--- src/keyboard_map_tuning_deviation_unit_assert.svh ---
// assertion macros for the keyboard map tuning deviation unit
// included by the modules that check their own pipeline invariants
`ifndef KEYBOARD_MAP_TUNING_DEVIATION_UNIT_ASSERT_SVH
`define KEYBOARD_MAP_TUNING_DEVIATION_UNIT_ASSERT_SVH
`ifndef SYNTHESIS
// condition holds in the same cycle as the trigger
`define KMTD_ASSERT_SAME(label, clk, rst, ante, cons, msg) \
   label: assert property (@(posedge clk) disable iff (rst) (ante) |-> (cons)) \
      else $error(msg);
// condition holds in the cycle after the trigger
`define KMTD_ASSERT_NEXT(label, clk, rst, ante, cons, msg) \
   label: assert property (@(posedge clk) disable iff (rst) (ante) |=> (cons)) \
      else $error(msg);
`else
`define KMTD_ASSERT_SAME(label, clk, rst, ante, cons, msg)
`define KMTD_ASSERT_NEXT(label, clk, rst, ante, cons, msg)
`endif
`endif

--- src/kmtd_ram.sv ---
// generic single-port-write, single-port-read ram with registered read
// no dependencies
module kmtd_ram #(
   parameter int WIDTH = 8,
   parameter int DEPTH = 128
) (
   input  logic                                         clock,
   input  logic                                         wr_en,
   input  logic [((DEPTH > 1) ? $clog2(DEPTH) : 1)-1:0] wr_addr,
   input  logic [WIDTH-1:0]                             wr_data,
   input  logic                                         rd_en,
   input  logic [((DEPTH > 1) ? $clog2(DEPTH) : 1)-1:0] rd_addr,
   output logic [WIDTH-1:0]                             rd_data
);

   logic [WIDTH-1:0] mem_ff [DEPTH];
   logic [WIDTH-1:0] rd_data_ff;

   // write port
   always_ff @(posedge clock) begin
      if (wr_en) begin
         mem_ff[wr_addr] <= wr_data;
      end
   end

   // registered read, held while rd_en is low
   always_ff @(posedge clock) begin
      if (rd_en) begin
         rd_data_ff <= mem_ff[rd_addr];
      end
   end

   assign rd_data = rd_data_ff;

endmodule

--- config.mk ---
export PLATFORM = sky130hd
export DESIGN_NAME = kmtd_ram
export DESIGN_NICKNAME = d
export VERILOG_FILES = /design/src/keyboard_map_tuning_deviation_unit_assert.svh /design/src/kmtd_ram.sv
export SDC_FILE = /design/constraint.sdc
export NUM_CORES = 1
export LEC_CHECK = 0
export BUFFER_PORTS_ARGS = -buffer_cell sky130_fd_sc_hd__buf_2
export CAP_MARGIN = 20
export CORE_ASPECT_RATIO = 0.6
export CORE_UTILIZATION = 30
export DETAILED_ROUTE_END_ITERATION = 7
export PLACE_DENSITY = 0.45
export SYNTH_ARGS = -nofsm -noshare
export SYNTH_HDL_FRONTEND = slang
export SYNTH_SLANG_ARGS = --single-unit
--- constraint.sdc ---
create_clock -name clock -period 7.1 [get_ports clock]
set_input_delay 1.42 -clock clock [delete_from_list [all_inputs] [get_ports clock]]
set_output_delay 1.42 -clock clock [all_outputs]
set_load 0.01 [all_outputs]
== Yosys cells after proc, flatten, opt, wreduce, memory -nomap -nowiden ==
Memory sizes are Yosys's and may differ from the RTL's. A register that Yosys moved wholly into a read port is not among the register bits.
Cells that the tools add are included.
W data, S select, Z words.

* Bits in registers: 0
* Memory bits (writable): 1024
* Bits of input ports: 25
* Output and inout bits: 8
* Logic and storage cells: 3
* Memories kept: 1

* Muxes and demuxes: 2

{| class="wikitable"
|+ Memories
! memory !! words !! width !! rd ports !! clocked after memory_dff !! write ports !! line !! text
|-
| mem_ff || 128 || 8 || 1 || 1 || 1 || kmtd_ram.sv:16 || <nowiki>logic [WIDTH-1:0] mem_ff [DEPTH];</nowiki>
|}

{| class="wikitable"
|+ Operator list
! cell !! count
|-
| $mux W1 || 2
|}

== Logic depth before layout (Yosys ltp) ==
* Depth after elaboration: 2
* Gate-level depth with buffers: 7
* Depth with buffers taken out: 4

== Worst setup path after synthesis ==
No wires, ideal clock.

* Path type: input -> register
* Start: in rd_addr[0] in the netlist's numbering
* End: reg rd_data_ff[0] (netlist: rd_data[0]), read port of mem_ff, data pin
* Setup time: 0.260 ns
* Data arrival time: 3.804 ns
* Required time: 6.840 ns
* Setup slack: 3.037 ns
* Stages on the path: 6
* Buffers on the path: 2
* Cells stage by stage: clkbuf_1 buf_1 mux4_2 mux4_2 mux4_2 mux2_2

{| class="wikitable"
|+ RTL lines
! what !! line !! text
|-
| start: declaration || kmtd_ram.sv:12 || <nowiki>input logic [((DEPTH > 1) ? $clog2(DEPTH) : 1)-1:0] rd_addr,</nowiki>
|-
| end: declaration || kmtd_ram.sv:17 || <nowiki>logic [WIDTH-1:0] rd_data_ff;</nowiki>
|}

==> reports/metrics.yaml <==
relSlewSlack_pct: 21.55
ys_warn_count: 0
status: "complete, no violations"
area_growth_syn_to_layout_pct: 13.80
grt_overflow: 0
cts_buffers: 96
layout_commonest_cell: "edfxtp_1"
crit_type: "input pin to flip-flop"
most-common-layout-cells: "1032 x edfxtp_1, 336 x mux4_2, 122 x nor2_1"
cts.clk_slew.worst_paths_ns: 0.07
cts_root_buf: "clkbuf_16"
final_nets: 1750
crit_arrival_ns: 4.73
crit_path_frequent_cell: "mux4_2"
cp_cell_sequence: "buf_8 > buf_12 > mux4_2 > mux4_2 > mux4_2 > mux2_2"
cp_slowest_cell: "mux4_2"
ctsResizeCount: 0
yosys.cell_types.count: 16
fp.dieH_um: 283.9
cts_tree: "done"
synth_seq_cells: 1032
syn-num-nets: 1660
ioPinCount: 33
h-tree-depth: 3
max_freq_mhz: 232.7
wl_per_cell_um: 31.01
netlist_instances: 1635
hold_class: "input pin to flip-flop"
num_rows: 103
r2r_slack_ns: 4.43
syn_area_mm2: 0.03975
setup_viol: 0
finClkSkew_ns: 0.02245
peakVddDrop_v: 0.0001865
die_w_um: 471.9
seq_area_frac_synth_pct: 77.97
vias_per_cell: 5.144
gp_congestion: 0.7578
hpwl_mm: 67.22
cp-endpoint: "rd_data[2]$_DFFE_PP_"
max-cap-violations: 0
drt_iter0_markers: 2294
clock_path_buffers: 3
grt_start_max_net_pins: 86
worstHoldStart: "rd_en"
hold_viol: 0
antenna_left: 0
synth_top_area_cell: "edfxtp_1"
initial_utilization_pct: 30.24
worstPathRequired_ns: 7.54
antenna_found_initial: 21
critPathLaunch: "rd_addr[0]"
finalCritPeriodShare_pct: 60.53
tightest_slew_ns: 1.172
post_cts_buffers: 0
vias: 18200
die_area_mm2: 0.1340
rsz0062_at_grt: "false"
end_kind: "flip-flop"
start_kind: "input pin"
period_needed_ns: 4.298
portBuffers: 32
totalPowerFinal_mw: 12.48
rr_endpoint: "rd_data[2]$_DFFE_PP_"
track_usage_pct: 16.48
grt_pass1_vias: 18080
grt_pass1_wl_mm: 153.0
drive_gt1_share_pct: 31.35
postCtsHoldBufs: 0
setup_tns_ns: 0
r2r_cells: 4
worstSkewPairLatency_ns: 0.70
slew_violations: 0
drc: 0
power.density_mw_per_mm2: 275.9
synth_top_area_share_pct: 77.97
core_area_mm2: 0.1315
numClockSinks: 1032
p_leak_nw: 13.49
min_path_cells: 1
crit_fanout: 61
r2r_start: "mem_ff[127][2]$_DFFE_PP_"
synth_area_leaders: "edfxtp_1 78%, mux4_2 19%, nor2_1 1.2%"
drt_first_pass_iters: 5
avgSynthCellArea_um2: 24.31
slowest_delay_ns: 0.63
drt_wl_total_mm: 109.8
## worst max-delay path, delay by kind of cell
kind                   cells  cell delay, ns
muxes                      4            2.05
buffers and inverters      2            1.04
## registers in the layout, indices dropped and copies added (netlist names)
| name | count |
|---|---|
| mem_ff | 1024 |
| rd_data | 8 |
## power breakdown
part	internal (mW)	total, mW	switching (mW)	leakage, nW
clock	2.78	5.06	2.28	1.47
sequential	6.73	6.75	0.0139	9.28
combinational	0.247	0.669	0.422	2.73
## kinds of logic (layout without fill, tap and decap cells)
group | count (synthesis) | in the layout | synth area share [%]
flops | 1032 | 1032 | 77.97
other cells | 0 | 5 | 0
buf+inv | 89 | 256 | 1.011
simple gates | 170 | 170 | 1.753
mux | 344 | 344 | 19.27
## metal layers
metal | GRT usage (%) | routed length [um]
met1 | 27.17 | 55680
met5 | 0 | 0
met4 | 3.227 | 1618
met2 | 21.98 | 45420
met3 | 3.314 | 7039
## synthesized netlist by cell type
library cell / number
nand3_1: 12
clkbuf_1: 44
nor2_1: 122
nor2b_1: 7
nor3_1: 9
buf_6: 1
mux2_2: 8
or3_1: 1
buf_2: 15
edfxtp_1: 1032
mux4_2: 336
nand4_1: 3
buf_4: 11
nand2b_1: 2
buf_1: 18
nand2_1: 14
## stage by stage
| stage | hold slack [ns] | util (%) | worst slack, ns | cells | cell area, um^2 |
|---|---|---|---|---|---|
| floorplan | 1.149 | - | 3.037 | 1635 | 39750 |
| global placement | 1.216 | 32.00 | 2.027 | 3340 | 42070 |
| detailed placement | 1.213 | 32.10 | 2.042 | 3354 | 42190 |
| CTS | 1.112 | 34.37 | 2.783 | 3529 | 45180 |
| global route | 1.127 | 34.40 | 2.690 | 3534 | 45220 |
| finish | 1.170 | 34.41 | 2.802 | 3539 | 45230 |
## area by class of cell
class                   count  area, um^2
diodes                      5       12.51
clock buffers             120        2535
clock inverters            55       451.7
fillers                 12070       86220
multi-input cells         514        8392
flip-flops and latches   1032       30990
well taps                1732        2167
repair buffers             81       683.2
## how the worst min path moves through the flow
stage / end
after floorplan: rd_data[0]$_DFFE_PP_
after global placement: rd_data[3]$_DFFE_PP_
after detailed placement: rd_data[2]$_DFFE_PP_
after CTS: rd_data[3]$_DFFE_PP_
after global routing: rd_data[3]$_DFFE_PP_
final: rd_data[3]$_DFFE_PP_
No activity file was read; power rests on OpenSTA's default activity.
