==> config.mk <==
export PLATFORM = sky130hd
export DESIGN_NAME = kmtd_div_pipe
export DESIGN_NICKNAME = d
export VERILOG_FILES = /design/src/kmtd_pkg.sv /design/src/kmtd_div_pipe.sv
export VERILOG_INCLUDE_DIRS = /design/src /design/src/src
export SDC_FILE = /design/constraint.sdc
export NUM_CORES = 1
export LEC_CHECK = 0
export ABC_AREA = 0
export BUFFER_PORTS_ARGS = -buffer_cell sky130_fd_sc_hd__buf_2
export CAP_MARGIN = 20
export CORE_MARGIN = 5
export CORE_UTILIZATION = 64
export CTS_BUF_LIST = sky130_fd_sc_hd__clkbuf_16
export DETAILED_ROUTE_END_ITERATION = 6
export PLACE_DENSITY = 0.85
export SYNTH_ARGS = -nofsm -noshare
export SYNTH_HDL_FRONTEND = slang
export SYNTH_SLANG_ARGS = --single-unit
==> constraint.sdc <==
create_clock -name clock -period 6.43 [get_ports clock]
set_clock_uncertainty 0.1 [all_clocks]
set_input_delay 0.9645 -clock clock [delete_from_list [all_inputs] [get_ports clock]]
set_output_delay 0.9645 -clock clock [all_outputs]
set_load 0.02 [all_outputs]
==> src/keyboard_map_tuning_deviation_unit_assert.svh <==
// assertion macros for the keyboard map tuning deviation unit
// included by the modules that check their own pipeline invariants
`ifndef KEYBOARD_MAP_TUNING_DEVIATION_UNIT_ASSERT_SVH
`define KEYBOARD_MAP_TUNING_DEVIATION_UNIT_ASSERT_SVH
`ifndef SYNTHESIS
// condition holds in the same cycle as the trigger
`define KMTD_ASSERT_SAME(label, clk, rst, ante, cons, msg) \
   label: assert property (@(posedge clk) disable iff (rst) (ante) |-> (cons)) \
      else $error(msg);
// condition holds in the cycle after the trigger
`define KMTD_ASSERT_NEXT(label, clk, rst, ante, cons, msg) \
   label: assert property (@(posedge clk) disable iff (rst) (ante) |=> (cons)) \
      else $error(msg);
`else
`define KMTD_ASSERT_SAME(label, clk, rst, ante, cons, msg)
`define KMTD_ASSERT_NEXT(label, clk, rst, ante, cons, msg)
`endif
`endif

==> src/kmtd_pkg.sv <==
// shared types, codes and constants of the keyboard map tuning deviation unit
// no dependencies; used by kmtd_div_pipe and the top module, not by kmtd_ram
package kmtd_pkg;

   localparam int NOTE_W    = 7;
   localparam int CENTS_W   = 32;
   localparam int DIV_STEPS = NOTE_W;

   // pitch of the 12-tet reference note and one semitone in q16.16 cents
   localparam logic [7:0]         A4_NOTE  = 8'd69;
   localparam logic signed [23:0] SEMI_Q16 = 24'sd6553600;

   // request codes
   typedef enum logic [1:0] {
      REQ_WRITE_DEGREE = 2'd0,
      REQ_WRITE_MAP    = 2'd1,
      REQ_LOOKUP       = 2'd2
   } req_kind_type;

   // configuration register indexes
   typedef enum logic [2:0] {
      CSR_SCALE_SIZE  = 3'd0,
      CSR_MAP_SIZE    = 3'd1,
      CSR_MAP_LENGTH  = 3'd2,
      CSR_MIDDLE_NOTE = 3'd3,
      CSR_REF_NOTE    = 3'd4,
      CSR_REF_OFFSET  = 3'd5
   } csr_index_type;

   // one accepted request as it moves down the pipeline
   typedef struct packed {
      logic [1:0]         kind;
      logic [6:0]         position;
      logic signed [31:0] cents;
      logic signed [7:0]  degree;
      logic [6:0]         note;
   } req_item_type;

   // state of one restoring division lane
   typedef struct packed {
      logic       neg;
      logic [6:0] mag;
      logic [7:0] rem;
      logic [6:0] quo;
   } div_lane_type;

   // period number and map position of one key
   typedef struct packed {
      logic signed [7:0] per;
      logic [7:0]        pos;
   } key_pos_type;

   // resolved degree of one key
   typedef struct packed {
      logic              unmapped;
      logic              zero;
      logic signed [7:0] per;
      logic [7:0]        index;
   } key_deg_type;

   // one quotient bit of a restoring division
   function automatic div_lane_type div_step(div_lane_type lane, logic [7:0] divisor);
      logic [8:0]   partial;
      logic [8:0]   diff;
      div_lane_type nxt;
      partial  = {lane.rem, lane.mag[NOTE_W-1]};
      diff     = partial - {1'b0, divisor};
      nxt      = lane;
      nxt.mag  = {lane.mag[NOTE_W-2:0], 1'b0};
      if (partial >= {1'b0, divisor}) begin
         nxt.rem = diff[7:0];
         nxt.quo = {lane.quo[NOTE_W-2:0], 1'b1};
      end else begin
         nxt.rem = partial[7:0];
         nxt.quo = {lane.quo[NOTE_W-2:0], 1'b0};
      end
      return nxt;
   endfunction

endpackage

==> src/kmtd_div_pipe.sv <==
// pipelined restoring divider, one quotient bit per stage, two lanes on one divisor
// depends on kmtd_pkg; carries the request item alongside the lanes
`include "keyboard_map_tuning_deviation_unit_assert.svh"
module kmtd_div_pipe (
   input  logic                   clock,
   input  logic                   reset,
   input  logic                   enable,
   input  logic [7:0]             divisor,
   input  logic                   in_valid,
   input  kmtd_pkg::req_item_type in_item,
   input  kmtd_pkg::div_lane_type in_lane_n,
   input  kmtd_pkg::div_lane_type in_lane_r,
   output logic                   out_valid,
   output kmtd_pkg::req_item_type out_item,
   output kmtd_pkg::div_lane_type out_lane_n,
   output kmtd_pkg::div_lane_type out_lane_r
);

   localparam int STEPS = kmtd_pkg::DIV_STEPS;

   logic [STEPS-1:0]       valid_ff;
   logic [STEPS-1:0]       valid_in;
   kmtd_pkg::req_item_type item_ff   [STEPS];
   kmtd_pkg::req_item_type item_in   [STEPS];
   kmtd_pkg::div_lane_type lane_n_ff [STEPS];
   kmtd_pkg::div_lane_type lane_n_in [STEPS];
   kmtd_pkg::div_lane_type lane_r_ff [STEPS];
   kmtd_pkg::div_lane_type lane_r_in [STEPS];

   // each stage takes one step on what the stage before it holds
   always_comb begin
      for (int k = 0; k < STEPS; k++) begin
         if (k == 0) begin
            valid_in[k]  = in_valid;
            item_in[k]   = in_item;
            lane_n_in[k] = kmtd_pkg::div_step(in_lane_n, divisor);
            lane_r_in[k] = kmtd_pkg::div_step(in_lane_r, divisor);
         end else begin
            valid_in[k]  = valid_ff[k-1];
            item_in[k]   = item_ff[k-1];
            lane_n_in[k] = kmtd_pkg::div_step(lane_n_ff[k-1], divisor);
            lane_r_in[k] = kmtd_pkg::div_step(lane_r_ff[k-1], divisor);
         end
      end
   end

   // stage valid bits
   always_ff @(posedge clock) begin
      if (reset) begin
         valid_ff <= '0;
      end else if (enable) begin
         valid_ff <= valid_in;
      end
   end

   // stage payload
   always_ff @(posedge clock) begin
      if (enable) begin
         item_ff   <= item_in;
         lane_n_ff <= lane_n_in;
         lane_r_ff <= lane_r_in;
      end
   end

   assign out_valid  = valid_ff[STEPS-1];
   assign out_item   = item_ff[STEPS-1];
   assign out_lane_n = lane_n_ff[STEPS-1];
   assign out_lane_r = lane_r_ff[STEPS-1];

   // remainders stay below the divisor for lookups
   `KMTD_ASSERT_SAME(a_rem_note_bound, clock, reset, out_valid && out_item.kind == kmtd_pkg::REQ_LOOKUP && divisor != 8'd0, out_lane_n.rem < divisor, "note remainder not below divisor")
   `KMTD_ASSERT_SAME(a_rem_ref_bound, clock, reset, out_valid && out_item.kind == kmtd_pkg::REQ_LOOKUP && divisor != 8'd0, out_lane_r.rem < divisor, "reference remainder not below divisor")
   // a frozen pipeline keeps its last stage
   `KMTD_ASSERT_NEXT(a_frozen_hold, clock, reset, !enable, $stable(out_valid), "divider advanced while frozen")

endmodule

=== Word level (Yosys, flattened, before mapping) ===
Cells that the tools add are included.
W data, S select, Z words.

* Flip-flop bits (word level): 653
* Input bits: 114

* Add/sub/neg operators: 14
* $lt $le $gt $ge: 14
* Muxes and demuxes: 14

{| class="wikitable"
|+ Operators by type and width
! kind !! count
|-
| $mux W15 || 14
|-
| $ge A9 B8 Y1 || 14
|-
| $sub A8 B8 Y8 || 14
|}

=== Depth between registers and ports, before layout ===
* Depth after elaboration: 2
* Depth in mapped cells: 8

=== Worst setup path before layout ===
OpenSTA, ideal clock, no wires.

* Path type: in2reg
* From: in divisor[3]
* To: reg lane_n_ff[101] (netlist name), data pin
* Setup time: 0.260 ns
* Arrival time: 2.995 ns
* Required time: 6.070 ns
* Slack: 3.075 ns
* Stages: 7
* Path buffers: 0
* Cells stage by stage: inv_1 ha_1 a21o_1 a21oi_2 a31oi_1 a2111oi_4 mux2_2

{| class="wikitable"
|+ RTL lines
! what !! line !! source
|-
| from (decl) || kmtd_div_pipe.sv:8 || <nowiki>input logic [7:0] divisor,</nowiki>
|-
| to (signal assigned) || kmtd_div_pipe.sv:60 || <nowiki>lane_n_ff <= lane_n_in;</nowiki>
|-
| to (decl) || kmtd_div_pipe.sv:25 || <nowiki>kmtd_pkg::div_lane_type lane_n_ff [STEPS];</nowiki>
|}

==> summary.txt <==
Synthesis
  – Synth Area in XOR/XNOR: 1.60%
  – Syn_area_per_cell: 16.6 um^2
  – EDFF count, synth: 616
  – Top cell type's share of synthesized area: 72.0%
  – Post-Synth Adder-Cell Area: 6.54%
  – Top FF cell, synth: edfxtp_1
  – Synth warn: 0
  – Synth async-reset ratio: 0%
  – Compound-Gate Fraction of Synth Area: 6.36%
  – Sequential share of the synthesized area: 72.5%
  – Mux cell area share after synthesis: 4.36%
  – Library cells used by synthesis: 52
  – Area leader, netlist: edfxtp_1
  – Synth Register Bits: 623
  – Synthesized instance count: 1545
  – Simple-gate share of the synthesized area: 4.53%
  – Cell area after synthesis: 0.0257 mm^2
  – Main area contributors after synthesis: edfxtp_1, ha_1, buf_4
  – Largest family of logic cells by synthesized area: adder cells

Clocking
  – CTS sink count: 623
  – CTS tree: done
  – Hold-fix buffers, CTS: 0
  – CTS buffer count: 58
  – Post_cts resized: 0
  – H-Tree Depth: 2
  – Clk Latency, worst-skew pair: 600 ps
  – Clk buf depth: 3
  – Setup Fix Bufs, Post-CTS: 0
  – Root Buffer: clkbuf_16
  – Clock Pin Slew Worst Setup and Hold Paths: 70 ps

Floorplan
  – Die X: 210 um
  – Die Footprint: 0.0443 mm^2
  – Placement row count: 73
  – Starting density of the core: 64.7%
  – Ports: 217
  – Die height: 210 um
  – Core area: 0.0397 mm^2

GRT
  – Vias in the first global route: 12700
  – Global-route wire length before repair: 66400 um
  – GRT overflow: 0
  – Largest net degree at the start of global routing: 164
  – Initial antenna violation count: 1
  – Total track usage: 18.9%

Routing
  – WL met3: 2290 um
  – Drt total wl: 42300 um
  – Initial DRC Count: 1140
  – Post-route DRC: 0
  – Routed length on met1: 17900 um
  – WL met2: 21100 um
  – TritonRoute pass-1 iters: 5
  – Average routed wire per standard cell: 18.6 um
  – Via count: 12600
  – Vias per std cell: 5.53
  – Final antenna-violating net count: 0
  – Top sig layer: met4

Placement
  – Post-Place Cells: 2165
  – GPL Wtd Cong: 0.847
  – Buffers on Ports: 188
  – Post-DP HPWL: 26600 um

Finish
  – Layout Cells excl Fill: 2274
  – Share of layout cells above drive strength 1: 20.5%
  – NumNets Final: 1940
  – Commonest non-fill, non-tap cell in the layout: edfxtp_1
  – Syn-to-layout area delta: 11.0%
  – Most frequent cells in the layout: edfxtp_1, buf_2, ha_1, inv_1, o21ai_0

Worst setup path
  – Crit-path slowest cell: a2111oi_4
  – Critical path, cell by cell: buf_2, buf_4, inv_1, ha_1, nor2b_1, o21ai_2, a31oi_1, a2111oi_4, mux2_2
  – CP bufs+invs: 3
  – Worst path max stage delay: 680 ps
  – Max FO, Critical Path: 15
  – Family with the most delay on the worst path: compound AO/OA/AOI/OAI gates
  – Critical path launch point type: input pin
  – Kind of end point of the critical path: flip-flop
  – CP required: 6680 ps
  – CP arrival: 4040 ps
  – Setup CP Type: input pin to flip-flop

Timing
  – Minimum clock period after layout: 3790 ps
  – Final setup vio count: 0
  – Hold Violations, Final: 0
  – Max Freq: 264 MHz
  – RSZ-0062 raised after global routing: no
  – Max-slew headroom: 35.7%
  – Slew Viols, Final: 0
  – Tightest Pin Transition: 963 ps
  – Setup TNS: 0 ps
  – Fin crit share: 59.0%

Outcome
  – Status: finished clean

Pwr
  – Cell Pwr Density: 382 mW/mm^2
  – LEAKAGE: 10.7 nW
  – Peak VDD IR: 0.255 mV

Hold path
  – Min-Delay Path Class: flip-flop to flip-flop

Job
  – Max-cap viol count: 0
[final cells by class]
type / instances / area (um^2)
flip-flops and latches: 623 / 18600
well taps: 525 / 657
clock inverters: 49 / 408
fillers: 2414 / 11200
repair buffers: 195 / 1040
inverters: 60 / 225
multi-input cells: 762 / 6060
clock buffers: 59 / 1480
diodes: 1 / 2.50
[per-layer routing]
layer,vias to the layer above,GRT usage [%]
li1,6109,-
met1,6083,25.2
met2,327,32.0
met3,63,3.56
met4,0,6.21
met5,-,0
[final timing paths]
path | start | endpoint | slack, ps | depth (start not counted)
setup / recovery | divisor[1] | lane_n_ff[103] | 2640 | 9
hold / removal | item_ff[326] | item_ff[270] | 310 | 0
setup reg to reg | lane_n_ff[124] | lane_n_ff[103] | 3660 | 6
hold reg to reg | item_ff[326] | item_ff[270] | 310 | 0
[worst register-to-register path, delay by kind of cell, from the launching register on]
kind | cells | cell delay (ps)
flops | 1 | 420
fa+ha+maj | 1 | 360
mux | 1 | 420
compound gates | 4 | 1210
[registers in the layout, summed over array words and instances (netlist names)]
register    flops
lane_n_ff      96
lane_r_ff      96
out_lane_r     16
out_item       56
valid_ff        7
item_ff       336
out_lane_n     16
[power breakdown]
| part | internal, W | switching [W] |
|---|---|---|
| registers | 0.00512 | 0.000191 |
| logic | 0.00104 | 0.00125 |
| clock network | 0.00188 | 0.00143 |
[logic make-up (layout without fill, tap and decap cells)]
family                     after synthesis  after routing
DFF                                    623            623
and+or+nand+nor                        227            227
adders and majority gates              126            126
xor gates and xnor gates                47             47
muxes                                  104            104
AOI/OAI and AO/OA                      244            244
buffers and inverters                  173            363
other                                    1             15
[stage by stage]
step	cell area [um^2]	hold slack (ps)	utilization (%)	power (W)	setup WS, ps
floorplan	25700	300	-	0.00712	3080
global placement	26600	300	67.0	0.00748	2110
detailed placement	26600	305	67.0	0.00762	2000
CTS	28500	300	71.8	0.0110	2620
global route	28500	320	71.8	0.0115	2480
finish	28500	310	71.8	0.0109	2640
[synth_stat cells (all sizes together) (12+ instances only)]
cell type / n
edfxtp: 616
ha: 112
buf: 108
o21ai: 65
mux2: 63
a21oi: 61
inv: 60
nor2: 60
nand2: 42
mux2i: 41
xnor2: 33
nor2b: 28
nand2b: 24
o21a: 24
nand3: 23
a21o: 20
fa: 14
xor2: 14
a21boi: 12
o31a: 12
(Power assumes the default switching activity.)
